File: src/sv/scp_pkg.sv
`timescale 1ns / 1ps
// Shared types and command codes for the sound-chip command parser.
package scp_pkg;

    // Command bytes that open a frame
    localparam logic [7:0] CMD_SCC = 8'hD2;
    localparam logic [7:0] CMD_AY  = 8'hA0;
    localparam logic [7:0] CMD_SN  = 8'h50;
    localparam logic [7:0] CMD_VAR = 8'h51;
    localparam logic [7:0] CMD_GB  = 8'hB3;
    localparam logic [7:0] CMD_NES = 8'hB4;
    localparam logic [7:0] PORT_MASK = 8'h7F;

    // Active flag positions
    localparam int FLAG_SCC = 0;
    localparam int FLAG_AY  = 1;
    localparam int FLAG_SN  = 2;
    localparam int FLAG_GB  = 3;
    localparam int FLAG_NES = 4;
    localparam int FLAG_W   = 5;

    // Result queue
    localparam int QDEPTH = 4;
    localparam int QAW    = $clog2(QDEPTH);

    typedef enum logic [2:0] {
        K_IDLE = 3'd0,
        K_SCC  = 3'd1,
        K_AY   = 3'd2,
        K_SN   = 3'd3,
        K_VAR  = 3'd4,
        K_GB   = 3'd5,
        K_NES  = 3'd6
    } t_kind;

    typedef enum logic [2:0] {
        TGT_SCC = 3'd0,
        TGT_AY  = 3'd1,
        TGT_SN  = 3'd2,
        TGT_VAR = 3'd3,
        TGT_GB  = 3'd4,
        TGT_NES = 3'd5
    } t_target;

    typedef struct packed {
        logic [2:0]        target;
        logic [7:0]        reg_addr;
        logic [7:0]        write_data;
        logic [FLAG_W-1:0] active_mask;
        logic              last_write;
    } t_result;

    // Up to two result words produced by one received byte
    typedef struct packed {
        logic [1:0] cnt;
        t_result    res0;
        t_result    res1;
    } t_push;

endpackage

File: src/sv/sound_chip_command_parser_unit.sv
`timescale 1ns / 1ps
// Sound-chip command parser: top level with stream ports.
// Result words: the words of a byte are registered into the result queue as that byte is taken;
// the second write of an SCC pair is queued behind the first and leaves after it.
// Throughput: one byte per cycle; tready drops only while the four-word result queue
// has fewer than two free slots, which a stalled master side causes.
// Reset: synchronous, active low; clears the frame state, active flags and result queue.
module sound_chip_command_parser_unit (
    input  logic        i_clk,
    input  logic        i_rst_n,
    input  logic        i_s_axis_tvalid,
    output logic        o_s_axis_tready,
    input  logic [7:0]  i_s_axis_tdata,   // [7:0] rx_byte
    output logic        o_m_axis_tvalid,
    input  logic        i_m_axis_tready,
    output logic [23:0] o_m_axis_tdata,   // [7:0] reg_addr, [15:8] write_data,
                                          // [20:16] active_mask, [23:21] zero
    output logic [2:0]  o_m_axis_tuser,   // [2:0] target
    output logic        o_m_axis_tlast    // last_write
);
    import scp_pkg::*;

    t_push   w_push;
    t_result w_head;
    logic    w_room2;
    logic    w_accept;

    assign o_s_axis_tready = w_room2;
    assign w_accept        = i_s_axis_tvalid && w_room2;

    scp_parser u_parser (
        .i_clk   (i_clk),
        .i_rst_n (i_rst_n),
        .i_valid (w_accept),
        .i_byte  (i_s_axis_tdata),
        .o_push  (w_push)
    );

    scp_result_fifo u_fifo (
        .i_clk   (i_clk),
        .i_rst_n (i_rst_n),
        .i_push  (w_push),
        .i_pop   (i_m_axis_tready),
        .o_valid (o_m_axis_tvalid),
        .o_head  (w_head),
        .o_room2 (w_room2)
    );

    assign o_m_axis_tdata = {3'b000, w_head.active_mask, w_head.write_data, w_head.reg_addr};
    assign o_m_axis_tuser = w_head.target;
    assign o_m_axis_tlast = w_head.last_write;

endmodule

File: src/sv/scp_parser.sv
`timescale 1ns / 1ps
// Frame state machine: decodes one received byte per cycle into result words.
module scp_parser (
    input  logic          i_clk,
    input  logic          i_rst_n,
    input  logic          i_valid,
    input  logic [7:0]    i_byte,
    output scp_pkg::t_push o_push
);
    import scp_pkg::*;

    t_kind             r_kind, n_kind;
    logic [1:0]        r_left, n_left;
    logic [6:0]        r_port, n_port;
    logic [7:0]        r_reg,  n_reg;
    logic [FLAG_W-1:0] r_flags, n_flags;
    logic              w_start;

    // A byte is a command byte when no well-formed frame is open
    always_comb begin
        w_start = !(r_kind inside {K_SCC, K_AY, K_SN, K_VAR, K_GB, K_NES}) || (r_left == 2'd0);
    end

    // Next state
    always_comb begin
        n_kind  = r_kind;
        n_left  = r_left;
        n_port  = r_port;
        n_reg   = r_reg;
        n_flags = r_flags;
        if (i_valid) begin
            if (w_start) begin
                n_kind = K_IDLE;
                n_left = 2'd0;
                case (i_byte)
                    CMD_SCC: begin
                        n_flags[FLAG_SCC] = 1'b1;
                        n_kind = K_SCC;
                        n_left = 2'd3;
                    end
                    CMD_AY: begin
                        n_flags[FLAG_AY] = 1'b1;
                        n_kind = K_AY;
                        n_left = 2'd2;
                    end
                    CMD_SN: begin
                        n_flags[FLAG_SN] = 1'b1;
                        n_kind = K_SN;
                        n_left = 2'd1;
                    end
                    CMD_VAR: begin
                        n_kind = K_VAR;
                        n_left = 2'd1;
                    end
                    CMD_GB: begin
                        n_flags[FLAG_GB] = 1'b1;
                        n_kind = K_GB;
                        n_left = 2'd2;
                    end
                    CMD_NES: begin
                        n_flags[FLAG_NES] = 1'b1;
                        n_kind = K_NES;
                        n_left = 2'd2;
                    end
                    default: begin
                    end
                endcase
            end else begin
                case (r_kind)
                    K_SCC: begin
                        if (r_left == 2'd3) begin
                            n_port = 7'(i_byte & PORT_MASK);
                            n_left = 2'd2;
                        end else if (r_left == 2'd2) begin
                            n_reg  = i_byte;
                            n_left = 2'd1;
                        end else begin
                            n_kind = K_IDLE;
                            n_left = 2'd0;
                        end
                    end
                    K_AY, K_GB, K_NES: begin
                        if (r_left >= 2'd2) begin
                            n_reg  = i_byte;
                            n_left = 2'd1;
                        end else begin
                            n_kind = K_IDLE;
                            n_left = 2'd0;
                        end
                    end
                    default: begin
                        n_kind = K_IDLE;
                        n_left = 2'd0;
                    end
                endcase
            end
        end
    end

    // Result words
    always_comb begin
        o_push = '0;
        if (i_valid && !w_start) begin
            case (r_kind)
                K_SCC: begin
                    if (r_left == 2'd1) begin
                        o_push.cnt              = 2'd2;
                        o_push.res0.target      = TGT_SCC;
                        o_push.res0.reg_addr    = {r_port, 1'b0};
                        o_push.res0.write_data  = r_reg;
                        o_push.res0.active_mask = r_flags;
                        o_push.res0.last_write  = 1'b0;
                        o_push.res1.target      = TGT_SCC;
                        o_push.res1.reg_addr    = {r_port, 1'b1};
                        o_push.res1.write_data  = i_byte;
                        o_push.res1.active_mask = r_flags;
                        o_push.res1.last_write  = 1'b1;
                    end
                end
                K_SN, K_VAR: begin
                    o_push.cnt              = 2'd1;
                    o_push.res0.target      = (r_kind == K_SN) ? TGT_SN : TGT_VAR;
                    o_push.res0.reg_addr    = 8'd0;
                    o_push.res0.write_data  = i_byte;
                    o_push.res0.active_mask = r_flags;
                    o_push.res0.last_write  = 1'b1;
                end
                K_AY, K_GB, K_NES: begin
                    if (r_left == 2'd1) begin
                        o_push.cnt              = 2'd1;
                        o_push.res0.target      = (r_kind == K_AY) ? TGT_AY :
                                                  (r_kind == K_GB) ? TGT_GB : TGT_NES;
                        o_push.res0.reg_addr    = r_reg;
                        o_push.res0.write_data  = i_byte;
                        o_push.res0.active_mask = r_flags;
                        o_push.res0.last_write  = 1'b1;
                    end
                end
                default: begin
                end
            endcase
        end
    end

    always_ff @(posedge i_clk) begin
        if (!i_rst_n) begin
            r_kind  <= K_IDLE;
            r_left  <= 2'd0;
            r_port  <= 7'd0;
            r_reg   <= 8'd0;
            r_flags <= '0;
        end else begin
            r_kind  <= n_kind;
            r_left  <= n_left;
            r_port  <= n_port;
            r_reg   <= n_reg;
            r_flags <= n_flags;
        end
    end

endmodule

File: src/sv/scp_result_fifo.sv
`timescale 1ns / 1ps
// Small result queue: takes up to two words a cycle, hands out one.
module scp_result_fifo (
    input  logic            i_clk,
    input  logic            i_rst_n,
    input  scp_pkg::t_push  i_push,
    input  logic            i_pop,
    output logic            o_valid,
    output scp_pkg::t_result o_head,
    output logic            o_room2
);
    import scp_pkg::*;

    t_result          r_mem [QDEPTH];
    logic [QAW-1:0]   r_wp, n_wp;
    logic [QAW-1:0]   r_rp, n_rp;
    logic [QAW:0]     r_cnt, n_cnt;
    logic             w_pop;
    logic [QAW-1:0]   w_wp1;

    assign o_valid = (r_cnt != '0);
    assign o_head  = r_mem[r_rp];
    assign o_room2 = (r_cnt <= (QAW+1)'(QDEPTH - 2));
    assign w_pop   = i_pop && o_valid;
    assign w_wp1   = r_wp + QAW'(1);

    always_comb begin
        n_wp  = r_wp + QAW'(i_push.cnt);
        n_rp  = r_rp + QAW'(w_pop);
        n_cnt = r_cnt + (QAW+1)'(i_push.cnt) - (QAW+1)'(w_pop);
    end

    // Storage holds payload only
    always_ff @(posedge i_clk) begin
        if (i_push.cnt != 2'd0) begin
            r_mem[r_wp] <= i_push.res0;
        end
        if (i_push.cnt == 2'd2) begin
            r_mem[w_wp1] <= i_push.res1;
        end
    end

    always_ff @(posedge i_clk) begin
        if (!i_rst_n) begin
            r_wp  <= '0;
            r_rp  <= '0;
            r_cnt <= '0;
        end else begin
            r_wp  <= n_wp;
            r_rp  <= n_rp;
            r_cnt <= n_cnt;
        end
    end

endmodule

File: config.mk
export PLATFORM = sky130hd
export DESIGN_NAME = sound_chip_command_parser_unit
export DESIGN_NICKNAME = d
export VERILOG_FILES = /design/src/sv/scp_pkg.sv /design/src/sv/sound_chip_command_parser_unit.sv /design/src/sv/scp_parser.sv /design/src/sv/scp_result_fifo.sv
export SDC_FILE = /design/constraint.sdc
export NUM_CORES = 1
export LEC_CHECK = 0
export ABC_AREA = 1
export BUFFER_PORTS_ARGS = -buffer_cell sky130_fd_sc_hd__buf_2
export CORE_ASPECT_RATIO = 0.6
export CORE_MARGIN = 3
export CORE_UTILIZATION = 46
export DETAILED_ROUTE_END_ITERATION = 16
export SYNTH_ARGS = -nofsm -noshare
export SYNTH_HDL_FRONTEND = slang
export SYNTH_SLANG_ARGS = --single-unit
File: constraint.sdc
create_clock -name i_clk -period 4.3 [get_ports i_clk]
set_input_delay 0.43 -clock i_clk [delete_from_list [all_inputs] [get_ports i_clk]]
set_output_delay 0.43 -clock i_clk [all_outputs]
set_load 0.005 [all_outputs]
# Word level (Yosys, flattened, before mapping)
# Memory sizes are Yosys's and may differ from the RTL's. A register that Yosys moved wholly into a read port is not among the register bits.
# Cells that the tools add are included.
[totals] ramBits=100 in_bits=12 ff_bits=32 mem_count=1
[mem_list] memory="u_fifo.r_mem" depth=4 width=25 rd=1 rd_ports_with_merged_regs=1 write_ports=2 line_no="scp_result_fifo.sv:14" rtl="t_result r_mem [QDEPTH];"
[op_classes] eq_ne=22 reduce_logical=23 n_mux=29 n_addsub=5 n_lt_le_gt_ge=2 bitwise_logic=1
[ops] cell="2-to-1 mux 52 bit" count=2
[ops] cell="case mux 27 bit (3 select lines)" count=1
[ops] cell="equality test 8 bit, second input constant" count=4
[ops] cell="2-to-1 mux 26 bit" count=1
[ops] cell="2-to-1 mux 25 bit" count=1
[ops] cell="2-to-1 mux 8 bit" count=3
[ops] cell="case mux 3 bit (6 select lines)" count=1
[ops] cell="equality test 8 x 7 -> 1 bit, second input constant" count=2
[ops] cell="case mux 8 bit (2 select lines)" count=1
[ops] cell="2-to-1 mux 3 bit" count=5
[ops] cell="AND reduction 3 bit" count=5
[ops] cell="equality test 3 bit, second input constant" count=3
[ops] cell="!= test 3 x 2 -> 1 bit, second input constant" count=3
[ops] cell="2-to-1 mux 1 bit" count=8
[ops] cell="AND reduction 4 bit" count=2
[ops] cell="equality test 2 bit, second input constant" count=3
[ops] cell="equality test 3 x 2 -> 1 bit, second input constant" count=2
[ops] cell="2-to-1 mux 2 bit" count=3
[ops] cell="case mux 2 bit (3 select lines)" count=1
[ops] cell="case mux 3 bit (2 select lines)" count=1
[ops] cell="AND reduction 6 bit" count=1
[ops] cell="nonzero test 6 bit" count=1
[ops] cell="OR reduction 3 bit" count=2
[ops] cell="!= test 2 bit, second input constant" count=2
[ops] cell="19 further kinds" count=24

# Logic depth before layout (Yosys ltp)
# Gate-level depths: netlist of run 1.
[depth] depth_word=10 depth_mapped=16 ltp_nobuf=16

# Hierarchy
# From an unflattened synthesis of run 1, not the netlist that was laid out.
[hier_totals] cells_unflattened=834 hier_area_um2=7308.3
[by_module_without_submodules] mod="scp_result_fifo" cells_each=544 area_each_um2=5601.6 instances=1
[by_module_without_submodules] mod="scp_parser" cells_each=284 area_each_um2=1672.9 instances=1
[by_module_without_submodules] mod="sound_chip_command_parser_unit" cells_each=6 area_each_um2=33.8 instances=1

# Worst setup path before layout of run 1
# Ideal clock, no wire load.
[synth_path] kind="input to register" from="input i_s_axis_tvalid" to="register u_fifo.r_cnt[2]" arrival_ps=2250 path_slack_ps=1922 stages=13 t_required_ps=4172 cell_sequence="inv_1 nor3_2 nand3_4 clkinv_4 nand2_1 ha_1 inv_1 ha_1 inv_1 fa_1 xor2_1 inv_1 nor2_1"
[synth_between] elab_chain_len=5
[synth_lines] item="start, declared" line_no="sound_chip_command_parser_unit.sv:11" rtl="input logic i_s_axis_tvalid,"
[synth_lines] item="logical AND 1 bit" line_no="sound_chip_command_parser_unit.sv:29" rtl="assign w_accept = i_s_axis_tvalid && w_room2;"
[synth_lines] item="logical AND 1 bit" line_no="scp_parser.sv:103" rtl="if (i_valid && !w_start) begin"
[synth_lines] item="2-to-1 mux 52 bit" line_no="scp_parser.sv:103"
[synth_lines] item="adder 3 x 2 -> 3 bit" line_no="scp_result_fifo.sv:30" rtl="n_cnt = r_cnt + (QAW+1)'(i_push.cnt) - (QAW+1)'(w_pop);"
[synth_lines] item="subtractor 3 x 1 -> 3 bit" line_no="scp_result_fifo.sv:30"
[synth_lines] item="end signal, assigned" line_no="scp_result_fifo.sv:51" rtl="r_cnt <= n_cnt;"
[synth_lines] item="end, declared" line_no="scp_result_fifo.sv:17" rtl="logic [QAW:0] r_cnt, n_cnt;"
# Every way passes these cells.
# A chain may end at the register's enable or synchronous reset.

==> run metrics, run 1 <==
f_max=332 MHz; actual slew at the worst max-slew pin=1.13 ns; largest net degree at the start of global routing=53; Post-Syn Instances=~850; FF+latch count, synth=around 130; vias=between 5000 and 6000; Post-synth EDFFs=slightly below 90; P&R area growth vs syn=11.1%; Yosys cell types=37; Async SR Flop Fraction=0%; DRC Markers=0; skew final=0.00777 ns; R2R cell count=8; Area contributors post-synth=edfxtp_1, nand2_1, dfxtp_1, nor2_1, o21ai_0; vias in the first global route=5457; Setup violations, final=0; worst hold path class=in -> reg; fill cell total of the finished layout=1342; global-route wire length before repair=30800 µm; Max IR drop VDD=214 µV; Crit path required time=~4.3 ns; die area=0.0166 mm²; CP endpoint=u_fifo.r_mem[0][8]; WL final=just under 20000 µm; Max Slew Vio Count=0; CTS buffer count=17; Seq/Total Area, Yosys=50.8%; most frequent cell after synthesis=nand2_1; Crit Reg-Reg Startpoint=u_parser.r_left[0]; share of cells above drive strength 1=11.9%; ANT nets after route=0; yosys synthesis warning count=0; Setup crit start kind=register; IO Pins=42; Reg clk slew, reported paths=0.06 ns; Detailed Routing Iterations Pass 1=5; Worst-Skew Late Latency=0.42 ns; max-cap violation count=0; area leader, netlist=edfxtp_1; PD cells=447 mW/mm²; mapped cell area=0.00693 mm²; CTS tree=built; Final nets=about 900; GRT Overall Usage=roughly 25%; Syn Area/Cell=about 8.1 µm²; Sink Count=132; initial antenna violation count=0; post-DP HPWL=13900 µm; period utilization=70.0%; r2r setup slk=between 1 and 1.5 ns; CP Data Arrival Time=3.03 ns; top cell type's share of synthesized area=38.1%; stages on the worst setup path=8; CP max FO=22; Max Buffers Root-to-Sink=2; Buffers on Ports=38; H-Tree Depth=4; Worst Setup SP=u_parser.r_left[0]; crit-path most repeated cell=inv_2; num rows=34; post-cts resize count=0; Slew headroom=approximately 25%; drt wl/cell=approximately 18 µm; CP peak stage delay=0.87 ns; Worst path slowest cell=nand2_1; CP bufs+invs=3; Initial Util=a little under half; P_leak=~3.4 nW; CTS root buf=clkbuf_16; # diodes=0; Hold-fix buffers, CTS=0; worst hold slack=0.411 ns; max FFs per register=100; Overflow after GRT=0; top_reg_cell synth=edfxtp_1; Core ar.=0.0146 mm²; top cells by count, synth=nand2_1, nor2_1, edfxtp_1, o21ai_0, inv_1; CP Class=reg -> reg; postcts setup bufs=0; 1st-iter DRT viols=790; CP Cell Sequence=inv_2 > nor2_4 > inv_1 > nor2_8 > inv_2 > a21oi_4 > nand2_2 > nand2_1; Die Ht=slightly above 100 µm; Largest delay share family, worst path=simple AND/OR/NAND/NOR gates; setup tns final=0 ns; status=completed; crit end category=register; width of the die=around 160 µm; placer's final routability congestion estimate=0.938; RSZ-0062 raised after global routing=no; Hold Vio Cnt, Final=0; Final min period=3.01 ns; Critical R2R Capture=u_fifo.r_mem[0][8]; vias per cell=5.47
power by group:
part | switching (mW) | internal (mW)
logic | 0.427 | 0.229
registers | 0.0188 | 1.36
clock network | 0.559 | 0.851
routing by layer:
| metal | track usage, % | wire [µm] | part of all wire [%] |
|---|---|---|---|
| met1 | 38.3 | 9440 | 48 |
| met2 | 33.6 | 7820 | 40 |
| met3 | 7.02 | 2180 | 11 |
| met4 | 5.73 | 213 | 1.1 |
| met5 | 0 | 0 | 0 |
logic make-up (layout without fill, tap and decap cells):
logic type / after synthesis / after routing / synth area share, %
AND/OR/NAND/NOR: 458 / 458 / 28.6
adder cells (fa/ha/maj): 6 / 6 / 1.19
flip-flops: 132 / 132 / 50.8
buffers and inverters: 109 / 136 / 7.47
other: 1 / 3 / 0.0541
XOR/XNOR: 5 / 5 / 0.632
AO/OA/AOI/OAI: 142 / 142 / 11.3
worst min-delay path: cells and delay by family:
family / cells / cell delay (ns)
buffers and inverters: 1 / 0.18
and+or+nand+nor: 2 / 0.17
cells in the final DEF, fill, tap and decap left out, drive strengths merged:
master	count
a21boi	1
a21oi	36
a22oi	3
a31oi	5
buf	42
bufinv	2
clkbuf	19
clkinv	13
clkinvlp	3
conb	3
dfxtp	44
edfxtp	88
fa	1
ha	5
inv	57
nand2	284
nand3	45
nand4	3
nor2	117
nor3	9
o21ai	72
o22ai	25
xnor2	3
xor2	2
layout make-up:
type	count	area, µm²	area share (%)
repair buffers	42	220	2.86
flip-flops and latches	132	3520	45.7
multi-input cells	614	2900	37.6
clock buffers	19	433	5.62
well taps	198	248	3.22
inverters	62	243	3.15
clock inverters	13	136	1.77
per-stage QoR:
step,cells,utilization (%),power [mW],area (µm²),worst slack (ns)
floorplan,855,-,1.81,6940,1.92
global placement,1048,48.8,2.05,7130,1.42
CTS,1080,52.6,3.44,7700,1.35
finish,1080,52.6,3.44,7700,1.29
global route,1080,52.6,3.60,7700,1.13
detailed placement,1048,48.8,2.06,7130,1.34
worst min-delay path by stage:
stage,endpoint,depth (start not counted),slack [ns],from
2_1_floorplan,u_fifo.r_mem[1][22],2,0.44,u_fifo.r_mem[1][22]
3_3_place_gp,u_fifo.r_mem[3][23],2,0.46,u_fifo.r_mem[3][23]
3_5_place_dp,u_fifo.r_mem[2][23],2,0.46,u_fifo.r_mem[2][23]
4_1_cts,u_parser.r_port[6],3,0.40,i_s_axis_tdata[6]
5_1_grt,u_parser.r_port[6],3,0.40,i_s_axis_tdata[6]
6_report,u_parser.r_port[6],3,0.41,i_s_axis_tdata[6]
(Power assumes the default switching activity.)
==> inputs of run 2 (changes only) <==
--- a/config.mk
+++ b/config.mk
@@ -5,7 +5,7 @@
 export SDC_FILE = /design/constraint.sdc
 export NUM_CORES = 1
 export LEC_CHECK = 0
-export ABC_AREA = 1
+export ABC_AREA = 0
 export BUFFER_PORTS_ARGS = -buffer_cell sky130_fd_sc_hd__buf_2
 export CORE_ASPECT_RATIO = 0.6
 export CORE_MARGIN = 3
==> constraint.sdc (replaced) <==
create_clock -name i_clk -period 3.15 [get_ports i_clk]
set_input_delay 0.315 -clock i_clk [delete_from_list [all_inputs] [get_ports i_clk]]
set_output_delay 0.315 -clock i_clk [all_outputs]
set_load 0.005 [all_outputs]
==> run metrics, run 2 <==
Setup violations, final=0; vias=5282; largest family of logic cells by synthesized area=simple AND/OR/NAND/NOR gates; Buffers on Ports=38; top_reg_cell synth=edfxtp_1; Hold Crit Start=i_s_axis_tdata[7]; Async SR Flop Fraction=0%; status=completed; CTS buffer count=17; Core ar.=roughly 0.015 mm²; GRT Max-Usage Layer=met1; CTS root buf=clkbuf_16; area share of fa/ha/maj cells after synthesis=1.19%; Post-Syn Instances=just over 600; Hold-fix buffers, CTS=0; met1 Use GR=between 30% and 40%; P&R area growth vs syn=12.6%; Setup crit start kind=register; CTS tree=built; actual slew at the worst max-slew pin=0.879 ns; global-route wire length before repair=30200 µm; switching share of power=28.0%; final std cells w/o fill=843; Util after Layout=53.6%; fill cell total of the finished layout=between 1000 and 1500; num rows=34; vias in the first global route=5186; switching power=1.26 mW; Slew headroom=between 40% and 50%; postcts setup bufs=0; CP Data Arrival Time=3.22 ns; largest net degree at the start of global routing=41; placer's final routability congestion estimate=0.880; width of the die=165 µm; most common cell after layout, fill and taps aside=edfxtp_1; Seq pwr share=42.7%; H-Tree Depth=4; most frequent cell after synthesis=edfxtp_1; Crit path required time=3.46 ns; worst hold path class=in -> reg; Yosys cell types=between 60 and 70; Die Ht=between 100 and 150 µm; crit end category=register; post-synthesis compound-gate area fraction=14.5%; PnR worst setup slack=0.237 ns; initial antenna violation count=0; Clk pwr share=40.1%; Crit Reg-Reg Startpoint=u_parser.r_left[1]; yosys synthesis warning count=0; met2 GRT Util=34.8%; Area contributors post-synth=edfxtp_1, dfxtp_1, mux4_2, mux2i_1, nand3_1; FF+latch count, synth=132; IO Pins=42; Seq/Total Area, Yosys=50.6%; mapped cell area=~0.0070 mm²; Reg clk slew, reported paths=0.06 ns; ANT nets after route=0; Post-synth EDFFs=88; post-cts resize count=0; P_leak=around 2.6 nW; Syn Area/Cell=11.4 µm²; Post-Synth XOR/XNOR Area=less than 1%; top cell type's share of synthesized area=between 30% and 40%; post-DP HPWL=13200 µm; Max Slew Vio Count=0; CP max FO=16; setup tns final=0 ns; max FFs per register=100; mux contribution to synthesized area=approximately an eighth; skew final=0.00921 ns; drt wl/cell=22.8 µm; Max Buffers Root-to-Sink=2; max-cap violation count=0; vias per cell=about 6.3; placement-stage cell area=0.00732 mm²; post-synthesis simple-gate area fraction=16.2%; Initial Util=47.6%; internal power consumption=3.25 mW; PD cells=575 mW/mm²; RSZ-0062 raised after global routing=no; f_max=343 MHz; Hold Vio Cnt, Final=0; DRC Markers=0; area leader, netlist=edfxtp_1; 1st-iter DRT viols=468; GRT Overall Usage=24.4%; Worst-Skew Late Latency=0.42 ns; period utilization=92.5%; # diodes=0; final instance area=0.00784 mm²; Overflow after GRT=0; Final nets=650; Final min period=2.91 ns; CP Class=reg -> reg; GRT met3 Usage=approximately 6.1%; most frequent cells in the layout=edfxtp_1, nand2_1, nand3_1; Inst Count DP=811; Max IR drop VDD=311 µV; share of cells above drive strength 1=20.9%; WL final=19300 µm; Worst Setup SP=u_parser.r_left[1]; top cells by count, synth=edfxtp_1, nand2_1, nand3_1, dfxtp_1, clkbuf_1; Sink Count=about 130; die area=0.0167 mm²; Gate power share=17.2%; Setup WS pre-CTS=0.334 ns; Detailed Routing Iterations Pass 1=5
[run 2: cell types whose count changed in the layout (fill, tap and decap cells not counted), sizes merged, moves of 20 or more]
cell | before | now
o21ai | 72 | 24
inv | 57 | 11
buf | 42 | 62
mux2i | 0 | 27
a32o | 0 | 21
nand2 | 284 | 57
nor2 | 117 | 30
mux4 | 0 | 25
o22ai | 25 | 2
[run 2: final cells by class]
cell class | instances | area [µm²] | area share [%]
clock buffers | 18 | 429 | 5.47
clock inverters | 14 | 98.8 | 1.26
inverters | 5 | 18.8 | 0.239
multi-input cells | 414 | 3150 | 40.2
flip-flops and latches | 132 | 3520 | 44.9
well taps | 198 | 248 | 3.16
repair buffers | 62 | 370 | 4.72
[run 2: power by group through the flow]
stage | Combinational (mW) | Clock (mW) | Sequential, mW
4_1_cts | 0.786 | 1.82 | 1.93
3_3_place_gp | 0.776 | 0 | 1.96
2_1_floorplan | 0.557 | 0 | 1.91
6_report | 0.777 | 1.81 | 1.92
5_1_grt | 0.852 | 1.91 | 1.93
3_5_place_dp | 0.780 | 0 | 1.96
[run 2: final timing paths]
check	endpoint	slack [ns]	cells after the start
setup / recovery	u_fifo.r_cnt[2]	0.24	11
setup reg to reg	u_fifo.r_cnt[2]	0.24	11
hold / removal	u_parser.r_reg[7]	0.30	3
hold reg to reg	u_fifo.r_mem[0][23]	0.48	2
[run 2: kinds of logic after synthesis]
group,Yosys count
other cells,1
xor+xnor,7
compound gates,131
flops,132
buf+inv,68
mux,53
simple gates,214
fa+ha+maj,6
[run 2: routing by layer]
| layer | share of wire [%] | vias up |
|---|---|---|
| li1 | - | 2387 |
| met1 | 47 | 2598 |
| met2 | 42 | 269 |
| met3 | 9.1 | 28 |
| met4 | 1.6 | 0 |
| met5 | 0 | - |
[run 2: metrics by stage]
step	total power, mW	hold slack, ns
6_report	4.51	0.296
2_1_floorplan	2.47	0.450
3_5_place_dp	2.74	0.474
5_1_grt	4.70	0.320
3_3_place_gp	2.74	0.466
4_1_cts	4.53	0.290
[run 2: worst max-delay path, cell delays in order, from the launching register on]
cell      delay (ns)
dfxtp_1         0.63
nand2b_1        0.32
a21oi_1         0.15
o21ai_0         0.35
ha_1            0.30
inv_1           0.06
ha_1            0.14
inv_1           0.05
fa_1            0.37
xor2_1          0.16
xnor2_1         0.12
and2_1          0.15
